File: src/sv/mcf_pkg.sv
// ----------------------------------------------------------------------------
// mcf_pkg: shared types and constants for the MIDI clock follower
// Event codes, state widths, watchdog and tempo constants, result struct.
// ----------------------------------------------------------------------------
package mcf_pkg;

    localparam int TIMEOUT_MS       = 250;
    localparam int TASK_INTERVAL_US = 1000;
    localparam int TICKS_PER_BEAT   = 24;

    localparam int FUNC_WIDTH = 3;
    localparam int SPOS_WIDTH = 14;
    localparam int US_WIDTH   = 22;
    localparam int DIV_WIDTH  = 2;
    localparam int POS_WIDTH  = 5;
    localparam int WDOG_WIDTH = 8;
    localparam int LEAD_WIDTH = 23;
    localparam int CFG_IDX_WIDTH = 2;

    localparam logic [WDOG_WIDTH-1:0] WDOG_RELOAD  = WDOG_WIDTH'(TIMEOUT_MS);
    localparam logic [POS_WIDTH-1:0]  POS_LAST     = POS_WIDTH'(TICKS_PER_BEAT - 1);
    localparam logic [US_WIDTH-1:0]   US_PER_TICK_RESET = US_WIDTH'(26041);

    // lead math runs two bits wider than the stored value, then saturates
    localparam int LEAD_EXT = LEAD_WIDTH + 2;
    localparam logic signed [LEAD_EXT-1:0] LEAD_MAX = LEAD_EXT'((1 << (LEAD_WIDTH-1)) - 1);
    localparam logic signed [LEAD_EXT-1:0] LEAD_MIN = -LEAD_EXT'(1 << (LEAD_WIDTH-1));
    localparam logic signed [LEAD_EXT-1:0] LEAD_STEP = LEAD_EXT'(TASK_INTERVAL_US);

    localparam logic [CFG_IDX_WIDTH-1:0] CFG_US_PER_TICK  = CFG_IDX_WIDTH'(0);
    localparam logic [CFG_IDX_WIDTH-1:0] CFG_CLOCK_DIVIDE = CFG_IDX_WIDTH'(1);

    typedef enum logic [FUNC_WIDTH-1:0] {
        FUNC_MS_TICK      = 3'd0,
        FUNC_TIMING_CLOCK = 3'd1,
        FUNC_START        = 3'd2,
        FUNC_STOP         = 3'd3,
        FUNC_CONTINUE     = 3'd4,
        FUNC_SONG_POS     = 3'd5,
        FUNC_UNGATE       = 3'd6
    } func_t;

    typedef struct packed {
        logic                 seq_tick;
        logic                 clock_out_pulse;
        logic                 clock_fail;
        logic                 seq_start;
        logic                 seq_stop;
        logic                 seq_continue;
        logic                 divider_reset;
        logic                 internal_mode;
        logic [POS_WIDTH-1:0] tick_position;
    } mcf_result_t;

    function automatic logic signed [LEAD_WIDTH-1:0] sat_lead(
        input logic signed [LEAD_EXT-1:0] v
    );
        logic signed [LEAD_EXT-1:0] c;
        begin
            c = v;
            if (v > LEAD_MAX) c = LEAD_MAX;
            if (v < LEAD_MIN) c = LEAD_MIN;
            return c[LEAD_WIDTH-1:0];
        end
    endfunction

endpackage

File: src/sv/mcf_core.sv
// ----------------------------------------------------------------------------
// mcf_core: clock follower state and per-event update
// Holds position, transport, watchdog, divider and tempo lead; one event per step.
// ----------------------------------------------------------------------------
module mcf_core (
    input  logic                          aclk,
    input  logic                          aresetn,
    input  logic                          step,
    input  logic [mcf_pkg::FUNC_WIDTH-1:0] func,
    input  logic [mcf_pkg::SPOS_WIDTH-1:0] song_pos,
    input  logic [mcf_pkg::US_WIDTH-1:0]   us_per_tick,
    input  logic [mcf_pkg::DIV_WIDTH-1:0]  clock_divide,
    output mcf_pkg::mcf_result_t          result
);
    import mcf_pkg::*;

    logic [POS_WIDTH-1:0]         tick_pos_reg, tick_pos_next;
    logic                         running_reg, running_next;
    logic [WDOG_WIDTH-1:0]        watchdog_reg, watchdog_next;
    logic                         use_internal_reg, use_internal_next;
    logic [DIV_WIDTH-1:0]         divide_count_reg, divide_count_next;
    logic signed [LEAD_WIDTH-1:0] time_lead_reg, time_lead_next;

    logic [POS_WIDTH-1:0]         pos_adv;
    logic [DIV_WIDTH:0]           div_inc;
    logic signed [LEAD_WIDTH-1:0] lead_up;
    logic signed [LEAD_WIDTH-1:0] lead_dn;
    logic                         pulse_slot;

    assign pos_adv = (tick_pos_reg >= POS_LAST) ? '0 : tick_pos_reg + POS_WIDTH'(1);
    assign div_inc = {1'b0, divide_count_reg} + (DIV_WIDTH+1)'(1);
    assign lead_up = sat_lead(LEAD_EXT'(time_lead_reg) + LEAD_STEP);
    assign lead_dn = sat_lead(LEAD_EXT'(lead_up) - LEAD_EXT'({1'b0, us_per_tick}));
    assign pulse_slot = (tick_pos_reg == POS_WIDTH'(0)) || (tick_pos_reg == POS_WIDTH'(6))
                     || (tick_pos_reg == POS_WIDTH'(12)) || (tick_pos_reg == POS_WIDTH'(18));

    always_comb begin
        tick_pos_next     = tick_pos_reg;
        running_next      = running_reg;
        watchdog_next     = watchdog_reg;
        use_internal_next = use_internal_reg;
        divide_count_next = divide_count_reg;
        time_lead_next    = time_lead_reg;
        result            = '0;

        case (func_t'(func))
            FUNC_MS_TICK: begin
                if (watchdog_reg != '0) begin
                    use_internal_next = 1'b0;
                    watchdog_next     = watchdog_reg - WDOG_WIDTH'(1);
                    if (watchdog_reg == WDOG_WIDTH'(1)) begin
                        result.clock_fail = 1'b1;
                        use_internal_next = 1'b1;
                    end
                end
                if (use_internal_next) begin
                    time_lead_next = lead_up;
                    if (lead_up > 0) begin
                        result.seq_tick = 1'b1;
                        tick_pos_next   = pos_adv;
                        time_lead_next  = lead_dn;
                    end
                end
            end
            FUNC_TIMING_CLOCK: begin
                watchdog_next = WDOG_RELOAD;
                if (running_reg) begin
                    if (divide_count_reg == '0) begin
                        result.clock_out_pulse = pulse_slot;
                        result.seq_tick        = 1'b1;
                        tick_pos_next          = pos_adv;
                    end
                    if (div_inc > {1'b0, clock_divide}) begin
                        divide_count_next = '0;
                    end else begin
                        divide_count_next = div_inc[DIV_WIDTH-1:0];
                    end
                end
            end
            FUNC_START: begin
                watchdog_next        = WDOG_RELOAD;
                tick_pos_next        = '0;
                divide_count_next    = '0;
                running_next         = 1'b1;
                result.divider_reset = 1'b1;
                result.seq_start     = 1'b1;
            end
            FUNC_STOP: begin
                watchdog_next   = WDOG_RELOAD;
                running_next    = 1'b0;
                result.seq_stop = 1'b1;
            end
            FUNC_SONG_POS: begin
                // (pos * 6) mod 24 only depends on the low two bits
                tick_pos_next     = POS_WIDTH'(song_pos[1:0]) * POS_WIDTH'(6);
                divide_count_next = '0;
            end
            FUNC_CONTINUE: begin
                watchdog_next       = WDOG_RELOAD;
                running_next        = 1'b1;
                result.seq_continue = 1'b1;
            end
            FUNC_UNGATE: begin
                if (!use_internal_reg) begin
                    watchdog_next       = WDOG_RELOAD;
                    running_next        = 1'b1;
                    result.seq_continue = 1'b1;
                end
            end
            default: begin
            end
        endcase

        result.internal_mode = use_internal_next;
        result.tick_position = tick_pos_next;
    end

    always_ff @(posedge aclk) begin
        if (!aresetn) begin
            tick_pos_reg     <= '0;
            running_reg      <= 1'b1;
            watchdog_reg     <= '0;
            use_internal_reg <= 1'b1;
            divide_count_reg <= '0;
            time_lead_reg    <= '0;
        end else if (step) begin
            tick_pos_reg     <= tick_pos_next;
            running_reg      <= running_next;
            watchdog_reg     <= watchdog_next;
            use_internal_reg <= use_internal_next;
            divide_count_reg <= divide_count_next;
            time_lead_reg    <= time_lead_next;
        end
    end

    a_pos_range: assert property (@(posedge aclk) disable iff (!aresetn)
        tick_pos_reg <= POS_LAST)
        else $error("tick position out of range");

    // external mode only while the watchdog still runs
    a_ext_needs_wdog: assert property (@(posedge aclk) disable iff (!aresetn)
        !use_internal_reg |-> watchdog_reg != '0)
        else $error("external mode with expired watchdog");

    a_start_clears: assert property (@(posedge aclk) disable iff (!aresetn)
        step && func == FUNC_START |=> tick_pos_reg == '0 && divide_count_reg == '0)
        else $error("start did not clear position");

    a_clock_reload: assert property (@(posedge aclk) disable iff (!aresetn)
        step && func == FUNC_TIMING_CLOCK |=> watchdog_reg == WDOG_RELOAD)
        else $error("timing clock did not reload watchdog");

endmodule

File: src/sv/midi_clock_follower.sv
// ----------------------------------------------------------------------------
// midi_clock_follower: MIDI clock follower, 24 ticks per quarter note
// Follows external MIDI clock with a watchdog, falls back to an internal tempo.
// ----------------------------------------------------------------------------
//  channel  | direction | handshake           | payload
//  s_       | in        | s_valid / s_ready   | s_func, s_song_pos
//  m_       | out       | m_valid / m_ready   | nine result fields
//  cfg_     | in        | cfg_valid/cfg_ready | cfg_index, cfg_data
//
// One event per cycle unless m_ stalls; an accepted request reaches m_ via the
// input register, then the state update into the result register.
// Reset is synchronous, active low; no clearing pass, cfg_ready is always high.
// A stalled m_ side holds the result register; the input register still takes
// one more request, then s_ready drops until m_ drains.
// ----------------------------------------------------------------------------
module midi_clock_follower (
    input  logic                              aclk,
    input  logic                              aresetn,
    input  logic                              s_valid,
    output logic                              s_ready,
    input  logic [mcf_pkg::FUNC_WIDTH-1:0]    s_func,
    input  logic [mcf_pkg::SPOS_WIDTH-1:0]    s_song_pos,
    output logic                              m_valid,
    input  logic                              m_ready,
    output logic                              m_seq_tick,
    output logic                              m_clock_out_pulse,
    output logic                              m_clock_fail,
    output logic                              m_seq_start,
    output logic                              m_seq_stop,
    output logic                              m_seq_continue,
    output logic                              m_divider_reset,
    output logic                              m_internal_mode,
    output logic [mcf_pkg::POS_WIDTH-1:0]     m_tick_position,
    input  logic                              cfg_valid,
    output logic                              cfg_ready,
    input  logic [mcf_pkg::CFG_IDX_WIDTH-1:0] cfg_index,
    input  logic [mcf_pkg::US_WIDTH-1:0]      cfg_data
);
    import mcf_pkg::*;

    logic                  in_vld_reg;
    logic [FUNC_WIDTH-1:0] func_reg;
    logic [SPOS_WIDTH-1:0] spos_reg;
    logic                  out_vld_reg;
    mcf_result_t           out_reg;
    mcf_result_t           result;
    logic                  step;
    logic [US_WIDTH-1:0]   us_per_tick_reg;
    logic [DIV_WIDTH-1:0]  clock_divide_reg;

    assign step      = in_vld_reg && (!out_vld_reg || m_ready);
    assign s_ready   = !in_vld_reg || step;
    assign cfg_ready = 1'b1;

    always_ff @(posedge aclk) begin
        if (!aresetn) begin
            us_per_tick_reg  <= US_PER_TICK_RESET;
            clock_divide_reg <= '0;
        end else if (cfg_valid) begin
            if (cfg_index == CFG_US_PER_TICK) begin
                us_per_tick_reg <= cfg_data;
            end else if (cfg_index == CFG_CLOCK_DIVIDE) begin
                clock_divide_reg <= cfg_data[DIV_WIDTH-1:0];
            end
        end
    end

    always_ff @(posedge aclk) begin
        if (!aresetn) begin
            in_vld_reg <= 1'b0;
        end else if (s_ready) begin
            in_vld_reg <= s_valid;
        end
    end

    always_ff @(posedge aclk) begin
        if (s_valid && s_ready) begin
            func_reg <= s_func;
            spos_reg <= s_song_pos;
        end
    end

    mcf_core u_core (
        .aclk         (aclk),
        .aresetn      (aresetn),
        .step         (step),
        .func         (func_reg),
        .song_pos     (spos_reg),
        .us_per_tick  (us_per_tick_reg),
        .clock_divide (clock_divide_reg),
        .result       (result)
    );

    always_ff @(posedge aclk) begin
        if (!aresetn) begin
            out_vld_reg <= 1'b0;
        end else if (step) begin
            out_vld_reg <= 1'b1;
        end else if (m_ready) begin
            out_vld_reg <= 1'b0;
        end
    end

    always_ff @(posedge aclk) begin
        if (step) begin
            out_reg <= result;
        end
    end

    assign m_valid           = out_vld_reg;
    assign m_seq_tick        = out_reg.seq_tick;
    assign m_clock_out_pulse = out_reg.clock_out_pulse;
    assign m_clock_fail      = out_reg.clock_fail;
    assign m_seq_start       = out_reg.seq_start;
    assign m_seq_stop        = out_reg.seq_stop;
    assign m_seq_continue    = out_reg.seq_continue;
    assign m_divider_reset   = out_reg.divider_reset;
    assign m_internal_mode   = out_reg.internal_mode;
    assign m_tick_position   = out_reg.tick_position;

    a_no_step_when_full: assert property (@(posedge aclk) disable iff (!aresetn)
        out_vld_reg && !m_ready |-> !step)
        else $error("result overwritten while stalled");

    a_step_fills_out: assert property (@(posedge aclk) disable iff (!aresetn)
        step |=> out_vld_reg)
        else $error("result lost after update");

    a_held_input: assert property (@(posedge aclk) disable iff (!aresetn)
        in_vld_reg && !step |=> in_vld_reg && $stable(func_reg) && $stable(spos_reg))
        else $error("pending request dropped");

endmodule
File: config.mk
export PLATFORM = sky130hd
export DESIGN_NAME = midi_clock_follower
export DESIGN_NICKNAME = d
export VERILOG_FILES = /design/src/sv/mcf_pkg.sv /design/src/sv/mcf_core.sv /design/src/sv/midi_clock_follower.sv
export SDC_FILE = /design/constraint.sdc
export NUM_CORES = 1
export LEC_CHECK = 0
export BUFFER_PORTS_ARGS = -buffer_cell sky130_fd_sc_hd__buf_2
export CAP_MARGIN = 20
export CORE_ASPECT_RATIO = 1.5
export CORE_MARGIN = 2
export CORE_UTILIZATION = 55
export CTS_CLUSTER_DIAMETER = 40
export DETAILED_ROUTE_END_ITERATION = 16
export GPL_TIMING_DRIVEN = 0
export PLACE_DENSITY = 0.75
export SKIP_CTS_REPAIR_TIMING = 1
export SLEW_MARGIN = 5
export SYNTH_ARGS = -nofsm -noshare
export SYNTH_HDL_FRONTEND = slang
export SYNTH_SLANG_ARGS = --single-unit
export TNS_END_PERCENT = 100
File: constraint.sdc
create_clock -name aclk -period 13.97 [get_ports aclk]
set_input_delay 2.794 -clock aclk [delete_from_list [all_inputs] [get_ports aclk]]
set_output_delay 2.794 -clock aclk [all_outputs]
set_load 0.005 [all_outputs]
==> flow_summary.toml <==
[outcome]
status = "complete, no violations"

[final_layout]
drive_gt1_frac = 0.1322
areaGrowthSynthToFinish_pct = 11.12
largest_reg_flops = 23
final_cell_area_um2 = 7074
final_cells = 997
n_fill_cell = 1034
layout_commonest_cell = "nand2_1"
final_cell_mix = "nand2_1, dfxtp_1, buf_2"
finalNetCount = 927
fin_util = 0.6200
antenna_cells = 0

[sta]
period_minus_slack_ps = 6166
setup_ws_ps = 7804
rsz0062_at_grt = "false"
worst_slew_pin_slew_ps = 853.1
finalSetupTns_ps = 0
maxSlewHeadroom = 0.4166
setup_viol = 0
whs_ps = 466.3
clock_skew_ps = 12.80
hold_viol_final = 0
period_share = 0.4414
slew_violations = 0
max_freq_ghz = 0.1622

[route]
drt_iter0_drc = 350
antenna_left = 0
vias_per_cell = 6.181
via_count = 6162
wirelength_mm = 18.76
wl_per_cell_um = 18.81
first_pass_iters = 5
route.detailed.drc = 0

[yosys]
synth_area_um2 = 6366
synth_nets = 869
synth_flop_cell = "dfxtp_1"
ys_warn_count = 0
ys_types = 79
syn_inst = 784
synth_edf_count = 17
ys_seq_area_frac = 0.2877
synth-seq-cells = 83
ys_async_sr_fraction = 0
avgSynthCellArea_um2 = 8.120

[critical_path]
cp.arrival_ps = 3370
cp.required_ps = 11180
setup.worst_path.class = "input port to output pin"
cp-end-kind = "output pin"
cp-start-kind = "input port"
critPathMaxFanout = 4

[placement]
dp_hpwl_mm = 14.54
port_buffers = 47
dpl_cell_area_um2 = 6789
placedCellCount = 981
dp_slack_ps = 7795
gp_congestion = 0.9677

[power_and_ir_drop]
leakage_nw = 2.895
vdd_drop_max_uv = 65.46
power_mw = 0.6645
power_density_nw_per_um2 = 93.94

[clock_network]
clock_path_buffers = 2
clock-sinks = 83
numCtsBuffers = 9
clk_pin_slew_worst_paths_ps = 70
cts_root_buffer = "clkbuf_16"
htree_levels = 3
clk_latency_ps = 350
tritoncts = "built"

[global_routing]
grt_max_degree = 18
overflow = 0
grt_pass1_wl_mm = 29.42
antenna_found_initial = 0
grt_pass1_vias = 6057
track_usage = 0.3002

[die]
die_area_um2 = 12470
die_h_um = 135.8
die_w_um = 91.85
io_pins = 62
start_util = 0.5579
num_rows = 48
core_um2 = 11410

[job]
drv_cap = 0

[hold_path]
hold_path_class = "flip-flop to flip-flop"
==> per-layer routing <==
metal / track usage / wire length, um
met5: 0 / 0
met4: 0.1998 / 1238
met3: 0.04229 / 608
met2: 0.5564 / 9956
met1: 0.3106 / 6951
==> synthesized netlist by cell type, drive strengths merged (14+ instances only) <==
| cell | n | share of area |
|---|---|---|
| edfxtp | 17 | 0.080 |
| a21oi | 47 | 0.038 |
| nand2 | 90 | 0.053 |
| inv | 48 | 0.028 |
| nand2b | 23 | 0.023 |
| xnor2 | 24 | 0.033 |
| ha | 37 | 0.073 |
| dfxtp | 66 | 0.21 |
| nand3 | 20 | 0.016 |
| buf | 14 | 0.014 |
| a21o | 16 | 0.019 |
| o211ai | 29 | 0.042 |
| o21ai | 52 | 0.041 |
| a21boi | 20 | 0.024 |
| nor2 | 44 | 0.026 |
| a31oi | 25 | 0.033 |
| clkbuf | 32 | 0.019 |
==> logic make-up after synthesis <==
logic type      count (synthesis)  synth area share
fa+ha+maj                      39           0.07901
flops                          83            0.2877
buf+inv                        94           0.06132
simple gates                  256            0.2038
other cells                     1         0.0005891
compound gates                265            0.3019
mux                            10           0.01612
xor+xnor                       36           0.04953
==> power by group <==
group | total [mW] | switching (mW) | internal [mW]
logic | 0.166 | 0.0977 | 0.0678
registers | 0.265 | 0.00909 | 0.256
clock network | 0.233 | 0.106 | 0.127
total | 0.665 | 0.213 | 0.451
==> worst max-delay path, stage by stage <==
cell and delay [ps]:
buf_2 100, nor2b_1 200, nand2_1 130, buf_2 150
==> final cells by class <==
class / instances / area [um2] / area share
clock inverters: 6 / 46.29 / 0.006544
flip-flops and latches: 83 / 1832 / 0.2589
well taps: 150 / 187.7 / 0.02653
repair buffers: 47 / 235.2 / 0.03325
inverters: 48 / 180.2 / 0.02547
clock buffers: 10 / 239.0 / 0.03378
multi-input cells: 607 / 4144 / 0.5858
plain buffers: 46 / 210.2 / 0.02971
==> path summary, 6_finish.rpt <==
check | from | endpoint | slack, ps | depth (start not counted)
hold reg to reg | us_per_tick_reg[20] | us_per_tick_reg[20] | 470 | 2
hold / removal | us_per_tick_reg[20] | us_per_tick_reg[20] | 470 | 2
setup / recovery | m_ready | s_ready | 7800 | 4
setup reg to reg | u_core.time_lead_reg[3] | u_core.time_lead_reg[10] | 8140 | 18
(Power assumes the default switching activity.)
